**src/hw/rtl/mpv_pkg.sv**
```systemverilog
// Shared types, widths and codes for the polyphonic MIDI to CV voice unit.
package mpv_pkg;

  localparam int VOICE_COUNT_DEF = 4;
  localparam int OUT_VOICES      = 4;

  localparam int CMD_W   = 8;
  localparam int NOTE_W  = 7;
  localparam int VEL_W   = 7;
  localparam int PITCH_W = 16;
  localparam int OCT_W   = 4;
  localparam int SEMI_W  = 5;
  localparam int CENT_W  = 8;

  localparam int CFG_ADDR_W  = 2;
  localparam int CFG_DATA_W  = 8;
  localparam int IN_TDATA_W  = 24;
  localparam int OUT_TDATA_W = 80;

  // Configuration register indexes
  localparam logic [CFG_ADDR_W-1:0] REG_OCTAVE   = 2'd0;
  localparam logic [CFG_ADDR_W-1:0] REG_SEMITONE = 2'd1;
  localparam logic [CFG_ADDR_W-1:0] REG_CENT     = 2'd2;

  // MIDI status high nibbles
  localparam logic [3:0] STATUS_NOTE_ON  = 4'h9;
  localparam logic [3:0] STATUS_NOTE_OFF = 4'h8;

  localparam logic [PITCH_W-1:0] CENTS_PER_OCTAVE   = 16'd1200;
  localparam logic [PITCH_W-1:0] CENTS_PER_SEMITONE = 16'd100;

  typedef struct packed {
    logic [VEL_W-1:0]  vel;
    logic [NOTE_W-1:0] note;
    logic [CMD_W-1:0]  cmd;
  } midi_msg_t;

endpackage

```
**src/hw/rtl/mpv_voice_alloc.sv**
```systemverilog
// Voice slot state and note-on / note-off allocation.
module mpv_voice_alloc import mpv_pkg::*; #(
  parameter int VOICE_COUNT = VOICE_COUNT_DEF
) (
  input  logic                                clk,
  input  logic                                rst,
  input  logic                                apply,
  input  midi_msg_t                           msg,
  output logic [VOICE_COUNT-1:0][NOTE_W-1:0]  note_next,
  output logic [VOICE_COUNT-1:0]              active_next,
  output logic [VEL_W-1:0]                    vel_next
);

  logic [VOICE_COUNT-1:0][NOTE_W-1:0] voice_note;
  logic [VOICE_COUNT-1:0]             voice_active;
  logic [VEL_W-1:0]                   held_velocity;

  logic                   is_on;
  logic                   is_off;
  logic [VOICE_COUNT-1:0] match;
  logic [VOICE_COUNT-1:0] free_ok;
  logic [VOICE_COUNT-1:0] on_pick;
  logic [VOICE_COUNT-1:0] off_pick;

  // Decode status and compare the note against every slot
  always_comb begin
    is_on  = (msg.cmd[7:4] == STATUS_NOTE_ON);
    is_off = (msg.cmd[7:4] == STATUS_NOTE_OFF);
    for (int i = 0; i < VOICE_COUNT; i++) begin
      match[i] = (voice_note[i] == msg.note);
    end
    // A slot is usable when idle and no other slot holds the same note
    for (int i = 0; i < VOICE_COUNT; i++) begin
      free_ok[i] = !voice_active[i] &&
                   ((match & ~(VOICE_COUNT'(1) << i)) == '0);
    end
    // Isolate the lowest set bit
    on_pick  = free_ok & (~free_ok + VOICE_COUNT'(1));
    off_pick = match & (~match + VOICE_COUNT'(1));
  end

  // Next slot state and held velocity
  always_comb begin
    note_next   = voice_note;
    active_next = voice_active;
    vel_next    = held_velocity;
    for (int i = 0; i < VOICE_COUNT; i++) begin
      if (is_on && on_pick[i]) begin
        note_next[i]   = msg.note;
        active_next[i] = 1'b1;
      end
      if (is_off && off_pick[i]) begin
        note_next[i]   = '0;
        active_next[i] = 1'b0;
      end
    end
    if (is_on && (on_pick != '0)) begin
      vel_next = msg.vel;
    end
    if (active_next == '0) begin
      vel_next = '0;
    end
  end

  // Commit the update once per item
  always_ff @(posedge clk) begin
    if (rst) begin
      voice_note    <= '0;
      voice_active  <= '0;
      held_velocity <= '0;
    end else if (apply) begin
      voice_note    <= note_next;
      voice_active  <= active_next;
      held_velocity <= vel_next;
    end
  end

endmodule

```
**src/hw/rtl/mpv_cv_out.sv**
```systemverilog
// Pitch, gate and velocity formatting into the result register.
module mpv_cv_out import mpv_pkg::*; #(
  parameter int VOICE_COUNT = VOICE_COUNT_DEF
) (
  input  logic                                clk,
  input  logic                                rst,
  input  logic                                load,
  input  logic                                out_ready,
  input  logic [VOICE_COUNT-1:0][NOTE_W-1:0]  notes,
  input  logic [VOICE_COUNT-1:0]              active,
  input  logic [VEL_W-1:0]                    vel,
  input  logic [PITCH_W-1:0]                  base,
  output logic                                out_valid,
  output logic [OUT_TDATA_W-1:0]              out_data
);

  logic [OUT_VOICES-1:0][PITCH_W-1:0] pitch;
  logic [OUT_VOICES-1:0]              gates;

  // Voice k shows slot k when that slot exists, else note 0 with a clear gate
  for (genvar k = 0; k < OUT_VOICES; k++) begin : g_voice
    if (k < VOICE_COUNT) begin : g_slot
      assign pitch[k] = base + PITCH_W'(notes[k]) * CENTS_PER_SEMITONE;
      assign gates[k] = active[k];
    end else begin : g_none
      assign pitch[k] = base;
      assign gates[k] = 1'b0;
    end
  end

  // Hold the result until taken
  always_ff @(posedge clk) begin
    if (rst) begin
      out_valid <= 1'b0;
    end else if (load) begin
      out_valid <= 1'b1;
    end else if (out_ready) begin
      out_valid <= 1'b0;
    end
  end

  always_ff @(posedge clk) begin
    if (load) begin
      out_data <= {(OUT_TDATA_W - VEL_W - OUT_VOICES - OUT_VOICES * PITCH_W)'(0),
                   vel, gates, pitch};
    end
  end

endmodule

```
**src/hw/rtl/midi_poly_voice_to_cv_unit.sv**
```systemverilog
// Top level of the polyphonic MIDI to CV voice unit.
//
//   channel  direction  handshake          payload, lowest bit first
//   s_       in         s_tvalid/s_tready  cmd[7:0] note_number[14:8] note_velocity[21:15]
//   m_       out        m_tvalid/m_tready  pitch one..four [63:0], gate_bits[67:64],
//                                          velocity_level[74:68]
//   cfg_     in         cfg_we             cfg_addr index, cfg_wdata value
//
// One item per cycle sustained while the output is not stalled. An item sits in
// the input register; the slot update and pitch adds then load the result
// register as the item drains. The input register drains whenever the
// result register is empty or being taken, so a stalled output holds one
// result plus one pending item. rst is synchronous and clears all voices.
module midi_poly_voice_to_cv_unit import mpv_pkg::*; #(
  parameter int VOICE_COUNT = VOICE_COUNT_DEF
) (
  input  logic                   clk,
  input  logic                   rst,
  input  logic                   s_tvalid,
  output logic                   s_tready,
  input  logic [IN_TDATA_W-1:0]  s_tdata,  // cmd, note_number, note_velocity
  output logic                   m_tvalid,
  input  logic                   m_tready,
  output logic [OUT_TDATA_W-1:0] m_tdata,  // pitch_cv_one..four, gate_bits, velocity_level
  input  logic                   cfg_we,
  input  logic [CFG_ADDR_W-1:0]  cfg_addr,
  input  logic [CFG_DATA_W-1:0]  cfg_wdata
);

  logic              in_valid;
  midi_msg_t         in_msg;
  logic              advance;
  logic              s_accept;

  logic [OCT_W-1:0]  octave_offset;
  logic [SEMI_W-1:0] semitone_offset;
  logic [CENT_W-1:0] cent_offset;
  logic [PITCH_W-1:0] base;

  logic [VOICE_COUNT-1:0][NOTE_W-1:0] note_next;
  logic [VOICE_COUNT-1:0]             active_next;
  logic [VEL_W-1:0]                   vel_next;

  // Handshake: drain the input register whenever the result register frees
  assign advance  = in_valid && (!m_tvalid || m_tready);
  assign s_tready = !in_valid || advance;
  assign s_accept = s_tvalid && s_tready;

  always_ff @(posedge clk) begin
    if (rst) begin
      in_valid <= 1'b0;
    end else if (s_accept) begin
      in_valid <= 1'b1;
    end else if (advance) begin
      in_valid <= 1'b0;
    end
  end

  always_ff @(posedge clk) begin
    if (s_accept) begin
      in_msg <= midi_msg_t'(s_tdata[CMD_W+NOTE_W+VEL_W-1:0]);
    end
  end

  // Tuning registers
  always_ff @(posedge clk) begin
    if (rst) begin
      octave_offset   <= '0;
      semitone_offset <= '0;
      cent_offset     <= '0;
    end else if (cfg_we) begin
      case (cfg_addr)
        REG_OCTAVE:   octave_offset   <= cfg_wdata[OCT_W-1:0];
        REG_SEMITONE: semitone_offset <= cfg_wdata[SEMI_W-1:0];
        REG_CENT:     cent_offset     <= cfg_wdata[CENT_W-1:0];
        default:      ;
      endcase
    end
  end

  // Common pitch offset in cents, two's complement modulo 2^16
  assign base = {{(PITCH_W-OCT_W){octave_offset[OCT_W-1]}}, octave_offset} * CENTS_PER_OCTAVE
              + {{(PITCH_W-SEMI_W){semitone_offset[SEMI_W-1]}}, semitone_offset}
                * CENTS_PER_SEMITONE
              + {{(PITCH_W-CENT_W){cent_offset[CENT_W-1]}}, cent_offset};

  mpv_voice_alloc #(
    .VOICE_COUNT (VOICE_COUNT)
  ) u_alloc (
    .clk         (clk),
    .rst         (rst),
    .apply       (advance),
    .msg         (in_msg),
    .note_next   (note_next),
    .active_next (active_next),
    .vel_next    (vel_next)
  );

  mpv_cv_out #(
    .VOICE_COUNT (VOICE_COUNT)
  ) u_cv_out (
    .clk       (clk),
    .rst       (rst),
    .load      (advance),
    .out_ready (m_tready),
    .notes     (note_next),
    .active    (active_next),
    .vel       (vel_next),
    .base      (base),
    .out_valid (m_tvalid),
    .out_data  (m_tdata)
  );

endmodule
```
**config.mk**
```make
export PLATFORM = sky130hd
export DESIGN_NAME = midi_poly_voice_to_cv_unit
export DESIGN_NICKNAME = d
export VERILOG_FILES = /design/src/hw/rtl/mpv_pkg.sv /design/src/hw/rtl/mpv_voice_alloc.sv /design/src/hw/rtl/mpv_cv_out.sv /design/src/hw/rtl/midi_poly_voice_to_cv_unit.sv
export SDC_FILE = /design/constraint.sdc
export NUM_CORES = 1
export LEC_CHECK = 0
export BUFFER_PORTS_ARGS = -buffer_cell sky130_fd_sc_hd__buf_2
export CORE_ASPECT_RATIO = 0.75
export CORE_UTILIZATION = 55
export DETAILED_ROUTE_END_ITERATION = 10
export HOLD_SLACK_MARGIN = 0.12
export PLACE_DENSITY = 0.78
export SETUP_SLACK_MARGIN = 0.2
export SLEW_MARGIN = 20
export SYNTH_ARGS = -nofsm -noshare
export SYNTH_HDL_FRONTEND = slang
export SYNTH_SLANG_ARGS = --single-unit
```
**constraint.sdc**
```tcl
create_clock -name clk -period 5.1 [get_ports clk]
set_clock_uncertainty 0.1 [all_clocks]
set_input_delay 0.765 -clock clk [delete_from_list [all_inputs] [get_ports clk]]
set_output_delay 0.765 -clock clk [all_outputs]
set_load 0.02 [all_outputs]
```
==> results of run 1 <==
registers in the layout, summed over array words and instances, names as in the netlist:
register               flops
u_alloc.held_velocity      7
u_cv_out.out_valid         1
u_alloc.voice_active       4
cent_offset                8
in_msg                    18
u_alloc.voice_note        28
in_valid                   1
octave_offset              4
semitone_offset            5
u_cv_out.out_data         69
kinds of logic after synthesis:
kind of cell / count (synthesis)
other cells: 1
mux: 46
buf+inv: 141
compound gates: 256
flops: 145
xor+xnor: 131
simple gates: 283
fa+ha+maj: 223
critical path, cell delays in order (launching register included):
cell,delay (ns)
edfxtp_1,0.51
buf_4,0.20
xnor2_2,0.16
nand3_1,0.18
or2_4,0.30
nor2b_4,0.15
buf_6,0.12
nand3_4,0.15
mux2i_4,0.31
nor2_4,0.09
ha_4,0.31
ha_4,0.19
fa_1,0.56
ha_4,0.24
buf_6,0.12
xnor2_2,0.14
ha_1,0.35
nor2b_4,0.14
o21a_1,0.21
o21ai_4,0.15
nand2b_1,0.12
a21oi_2,0.25
o21ai_2,0.10
xor2_2,0.17
cell usage in the layout (no fill, tap or decap), types with 26 or more instances in the layout:
cell,netlist,final
a21o_1,26,26
a21oi_1,104,63
a21oi_2,5,38
buf_2,5,108
buf_4,14,275
buf_6,4,35
dfxtp_1,58,53
edfxtp_1,87,87
ha_1,194,146
ha_4,0,45
inv_1,95,86
mux2i_1,43,36
nand2_1,94,90
nor2_1,95,76
xnor2_1,99,76
how the worst min path moves through the flow:
stage,from,endpoint,slack [ns],depth (start not counted)
6_report,cent_offset[0]$_SDFFE_PP0P_,u_cv_out.out_data[48]$_DFFE_PP_,0.34,0
4_1_cts,cent_offset[0]$_SDFFE_PP0P_,u_cv_out.out_data[48]$_DFFE_PP_,0.33,0
2_1_floorplan,cent_offset[0]$_SDFFE_PP0P_,u_cv_out.out_data[48]$_DFFE_PP_,0.31,0
3_3_place_gp,cent_offset[1]$_SDFFE_PP0P_,u_cv_out.out_data[49]$_DFFE_PP_,0.32,0
3_5_place_dp,cent_offset[0]$_SDFFE_PP0P_,u_cv_out.out_data[48]$_DFFE_PP_,0.32,0
5_1_grt,cent_offset[0]$_SDFFE_PP0P_,u_cv_out.out_data[48]$_DFFE_PP_,0.36,0
synthesized netlist by cell type (3+ instances only):
cell and count:
mux2i_1 43, a211oi_1 3, a21oi_2 5, xor2_2 4
nand4_1 7, a32oi_1 8, nor2_1 95, nor3_1 9
and2_1 6, o21ai_1 3, o2111ai_1 3, o21a_1 11
or2_2 5, nor4_2 3, o21bai_1 24, edfxtp_1 87
buf_2 5, xor2_1 28, a211o_1 3, nor2b_1 15
a31oi_1 8, ha_1 194, o211ai_1 4, buf_6 4
nand2b_1 8, a21oi_1 104, o21ai_0 26, nor3b_1 3
inv_1 95, xnor2_1 99, buf_4 14, fa_1 29
nand3_1 18, a21o_1 26, clkbuf_1 20, nand3b_1 3
a21boi_0 9, nand2_1 94, dfxtp_1 58
area by class of cell:
class | count | area share
multi-input combinational | 944 | 0.5312
sequential | 145 | 0.2184
timing repair buffer | 419 | 0.1743
clock buffer | 20 | 0.02637
inverter | 97 | 0.02131
tap | 288 | 0.02080
clock inverter | 12 | 0.007657
power by group through the flow:
stage / Clock (mW) / Combinational (mW) / Sequential, mW
after floorplan: 0 / 0.521 / 1.44
after global placement: 0 / 0.980 / 1.38
after detailed placement: 0 / 1.01 / 1.38
after CTS: 1.28 / 1.12 / 1.36
after global routing: 1.34 / 1.33 / 1.36
final: 1.30 / 1.26 / 1.36
repair_timing:
item,CTS,global route
setup buffers,41,27
setup endpoints to repair,26,28
gates cloned,0,0
hold buffers,0,0
pin swaps,92,60
gates resized for setup,128,112
per-layer routing:
metal  vias to the layer above  track usage  part of all wire
met5                         -            0                 0
met4                         0       0.1536             0.048
met3                       181      0.07372             0.070
met2                       564       0.5531              0.50
met1                      5371       0.3653              0.38
li1                       5095            -                 -
stage by stage:
stage / power (mW) / std cells / setup slack [ns] / TNS (ns)
6_report: 3.914 / 1925 / -0.4770 / -6.077
3_3_place_gp: 2.364 / 1825 / -0.2883 / -3.370
3_5_place_dp: 2.396 / 1825 / -0.5077 / -5.484
5_1_grt: 4.033 / 1925 / -0.6185 / -9.699
4_1_cts: 3.765 / 1898 / -0.2228 / -2.455
2_1_floorplan: 1.963 / 1230 / -0.1521 / -0.3227
==> results.txt, run 1 <==
Status = finished with violations
Failing checks = negative setup slack
Initial antenna violation count = 0
VDD IR max = 0.2108 mV
Final setup vio count = 22
Mapped cell area = 12050 µm²
Yosys top cell by area = edfxtp_1
Int Power = 2.672 mW
Core Region = 21300 µm²
Via count = 11210
Starting Density = 0.5659
Worst R2R Path Depth = 23
Via-per-instance ratio = 5.824
Fin crit share = 1.094
Critical path peak fanout = 6
Area Growth Syn to Fin = 43.74%
EDFF count, synth = 87
Register-to-register setup slack = -0.48 ns
Rows = 46
Post-synthesis mux area share = 0.03883
Synth Area in Compound Gates = 0.1375
Fin. Hold Viols = 0
Sequential cell area = 3782 µm²
Die H = 130.2 µm
Ys Warns = 0
Static leakage = 8.241 nW
Worst hold path type = flop to flop
Boundary pin count = 121
Primary FF master, synth = edfxtp_1
Fill cells = 1152
Die Area = 22510 µm²
WL per Instance = 20.13 µm
Placed cell areas = 14960 µm²
Gate Count Post-Synth = 1226
CP endpoint = u_cv_out.out_data[14]$_DFFE_PP_
HPWL Detailed = 23930 µm
Synth Area per Inst = 9.829 µm²
Clock power frac = 0.332
Share of the synthesized area in the top cell type = 0.2168
Num Clock Sinks = 145
Max_slew headroom = 0.3653
Worst Path Required = 5.17 ns
Largest net degree at the start of global routing = 76
Sw Share = 0.3172
Combinational group share of total power = 0.321
Initial DRC Count = 916
Post-route setup slack = -0.4770 ns
Max-cap viol count = 0
Pwr per Cell Area = 226.0 nW/µm²
Post-layout min period = 5.577 ns
Vias in the first global route = 11010
Reg-to-reg endpoint = u_cv_out.out_data[14]$_DFFE_PP_
Multi-input logic area = 9201 µm²
Synth Area in Simple Gates = 0.1116
Max Clk Rate = 179.3 MHz
Pre-Repair DR Iteration Count = 5
Layout cells sized above 1 = 0.4264
Crit start category = flop
TritonCTS clock tree = yes
Gr ovfl total = 0
WP data arrival = 5.65 ns
Num CTS Buffers = 17
R2r startpoint = in_msg[11]$_DFFE_PP_
Wire length of the first global-routing pass = 55220 µm
Root buffer cell = clkbuf_16
Actual slew at the worst max-slew pin = 0.9520 ns
Antenna Nets Post-Route = 0
Adder-Cell Fraction of Synth Area = 0.2496
Antenna Cells = 0
Yosys reg bits = 145
Top cells by area, synth = edfxtp_1, ha_1, dfxtp_1
Buffers on Ports = 109
RSZ-0062 raised after global routing = true
Non-Filler Cell Area, Final = 17320 µm²
WHS = 0.3365 ns
Psw = 1.242 mW
Share of the yosys chip area belonging to registers = 0.3132
Reg power frac = 0.347
Distinct cells, synth = 72
Max Buffers Root-to-Sink = 2
Drc violations = 0
Max Slew Vio Count = 0
Number of H-tree levels = 4
Final Core Density = 0.8134
Kind of critical path = flop to flop
Critical Path Source = in_msg[11]$_DFFE_PP_
GRT Overall Usage = 0.3142
CP Capture Type = flop
Final wirelength = 38760 µm
Worst skew pair latency = 0.44 ns
Die width = 172.9 µm
Largest family of logic cells by synthesized area = adder cells
Reg clk slew, reported paths = 0.06 ns
Final net count = 1886
Post-synthesis share of cell area spent on xor and xnor gates = 0.09771
Async SR Flop Fraction = 0
Routability congestion estimate = 0.9200
(Power assumes the default switching activity.)
==> run 2: changes to the inputs <==
==> constraint.sdc (replaced) <==
create_clock -name clk -period 5.1 [get_ports clk]
set_clock_uncertainty 0.1 [all_clocks]
set_input_delay 0.255 -clock clk [delete_from_list [all_inputs] [get_ports clk]]
set_output_delay 0.255 -clock clk [all_outputs]
set_load 0.02 [all_outputs]
==> run 2 against run 1 <==
  * The flow still finishes with violations (negative setup slack)
  * Via count rose by 3.9%
  * Worst setup slack got worse by 0.22 ns
  * Maximum frequency fell by 3.8%
  * Die area did not move
  * Combinational power barely moved
  * First-iteration DRC count rose by 13%
  * Final cell count rose by 1.2%
  * Cell area rose by 2.5%
  * Sequential share of layout area fell by 0.54 points
  * Sequential power barely moved
  * Clock power rose by 6%
  * Critical path depth rose by 1
  * Critical path type unchanged
==> results.txt, run 2 (same netlist as run 1, synthesis figures left out) <==
Static leakage = 8.302 nW (+0.74%)
VDD IR max = 0.2263 mV (+7.4%)
RSZ-0062 raised after global routing = true
Final wirelength = 41130 µm (+6.1%)
Actual slew at the worst max-slew pin = 0.9002 ns (-0.05175 ns)
Regs by FF count = u_cv_out.out_data x69, u_alloc.voice_note x28, in_msg x18
Hold depth = 4 (+4)
DP Worst Slack = -0.4385 ns (+0.06920 ns)
Routability congestion estimate = 0.9180 (-0.22%)
Pwr per Cell Area = 224.9 nW/µm² (-0.46%)
Worst Path Required = 5.18 ns (about the same)
Status = finished with violations
Post-route setup slack = -0.6955 ns (-0.2185 ns)
Post-layout min period = 5.796 ns (+0.2185 ns)
Failing checks = negative setup slack
Rows = 46 (unchanged)
Fill cells = 1007 (-13%)
WL per Instance = 21.11 µm (+4.8%)
CP Capture Type = flop
Fin. Hold Viols = 0 (unchanged)
WHS = 0.1866 ns (-0.1499 ns)
Most frequent cells in the layout = buf_4, ha_1, buf_2, nand2_1, edfxtp_1
Max_slew headroom = 0.3998 (+0.03450)
Number of H-tree levels = 4 (unchanged)
Gr ovfl total = 0 (unchanged)
Kind of critical path = flop to flop
Initial antenna violation count = 1 (+1)
Wire length of the first global-routing pass = 54630 µm (-1.1%)
TritonCTS clock tree = yes
Buffers on Ports = 109 (unchanged)
Final Power = 3.995 mW (+2.1%)
Boundary pin count = 121 (unchanged)
Max Clk Rate = 172.5 MHz (-3.8%)
HPWL Detailed = 23590 µm (-1.4%)
Area Growth Syn to Fin = 47.40%
Clock power frac = 0.344 (+0.012)
Num CTS Buffers = 17 (unchanged)
Pre-Repair DR Iteration Count = 6 (+1)
Final setup vio count = 24 (+9.1%)
Root buffer cell = clkbuf_16
Num Clock Sinks = 145 (unchanged)
Max-cap viol count = 0 (unchanged)
Int Power = 2.751 mW (+2.9%)
Crit start category = flop
Die Area = 22510 µm² (unchanged)
Via-per-instance ratio = 5.975 (+2.6%)
Max Slew Vio Count = 0 (unchanged)
Core Region = 21300 µm² (unchanged)
Vias in the first global route = 10820 (-1.7%)
Initial DRC Count = 1037 (+13%)
GRT Overall Usage = 0.3101 (-0.004082)
Worst hold path type = input port to flop
Fin crit share = 1.136 (+0.04284)
Largest net degree at the start of global routing = 59 (-22%)
Most common cell after layout, fill and taps aside = buf_4
Max Buffers Root-to-Sink = 2 (unchanged)
Starting Density = 0.5659 (unchanged)
Via count = 11650 (+3.9%)
Critical path peak fanout = 6 (unchanged)
Sequential cell area = 3782 µm² (unchanged)
Multi-input logic area = 9333 µm² (+1.4%)
Worst R2R Path Depth = 24 (+4.3%)
Die width = 172.9 µm (unchanged)
Max FFs per register = 69 (unchanged)
Worst skew pair latency = 0.45 ns (about the same)
Final net count = 1909 (+1.2%)
Drc violations = 0 (unchanged)
Reg power frac = 0.340 (-0.007)
Combinational group share of total power = 0.315 (-0.006)
Reg clk slew, reported paths = 0.07 ns (about the same)
Largest reg by FF count = u_cv_out.out_data
Sw Share = 0.3114 (-0.005811)
Placed Cells = 1820 (-0.27%)
Final Non-Filler Cells = 1949 (+1.2%)
Antenna Nets Post-Route = 0 (unchanged)
Layout cells sized above 1 = 0.4277 (+0.001321)
WP data arrival = 5.87 ns (+0.22 ns)
Die H = 130.2 µm (unchanged)
Psw = 1.244 mW (+0.20%)
## run 2: worst max-delay path, stage by stage (launching register included)
cell and delay (ns):
edfxtp_1 0.51, buf_6 0.18, xor2_2 0.15, nor4_2 0.38, and4_4 0.32, buf_6 0.16, nor2_4 0.05, nand3_4 0.15
buf_6 0.14, mux2i_2 0.23, nor2_2 0.10, buf_4 0.14, ha_1 0.28, ha_1 0.30, ha_1 0.30, ha_1 0.38
inv_1 0.09, o21bai_1 0.33, a21oi_1 0.16, xnor2_1 0.23, ha_2 0.33, buf_4 0.16, nand2_1 0.09, o21ai_2 0.07
xor2_1 0.17
## run 2: metal layers
| metal | global-route usage | share of wire | vias to the layer above |
|---|---|---|---|
| li1 | - | - | 5144 |
| met1 | 0.3878 | 0.39 | 5574 |
| met2 | 0.5474 | 0.49 | 699 |
| met3 | 0.04487 | 0.074 | 229 |
| met4 | 0.1213 | 0.055 | 0 |
| met5 | 0 | 0 | - |
## run 2: path summary, 6_finish.rpt
check,startpoint,to,slack [ns]
min,cfg_addr[0],octave_offset[2]$_SDFFE_PP0P_,0.19
min reg2reg,cent_offset[0]$_SDFFE_PP0P_,u_cv_out.out_data[48]$_DFFE_PP_,0.34
max,in_msg[12]$_DFFE_PP_,u_cv_out.out_data[14]$_DFFE_PP_,-0.70
max reg2reg,in_msg[12]$_DFFE_PP_,u_cv_out.out_data[14]$_DFFE_PP_,-0.70
## run 2: through the flow
stage | utilization | cell area, µm² | setup TNS, ns
2_1_floorplan | - | 12510 | -0.3227
3_3_place_gp | 0.7014 | 14940 | -3.622
3_5_place_dp | 0.7014 | 14940 | -5.143
4_1_cts | 0.7868 | 16760 | -2.301
5_1_grt | 0.8340 | 17760 | -14.28
6_report | 0.8341 | 17760 | -10.36
## run 2: cell type report
| cell class | count | area share |
|---|---|---|
| sequential | 145 | 0.2129 |
| multi-input combinational | 944 | 0.5254 |
| inverter | 97 | 0.02092 |
| clock buffer | 19 | 0.02494 |
| clock inverter | 13 | 0.01036 |
| antenna | 1 | 0.0001409 |
| timing repair buffer | 442 | 0.1850 |
| tap | 288 | 0.02029 |
## run 2: power by group through the flow
stage,logic [mW],clock network (mW),registers (mW)
final,1.26,1.38,1.36
after global placement,0.981,0,1.38
after global routing,1.33,1.41,1.36
after floorplan,0.521,0,1.44
after detailed placement,1.00,0,1.38
after CTS,1.11,1.37,1.36
## run 2: repair_timing
action | CTS | global route
endpoints found under the hold margin | 37 | 0
hold buffers | 29 | 0
resized for setup | 106 | 151
buffers inserted | 41 | 26
pin swaps | 59 | 119
endpoints found under the setup margin | 25 | 29
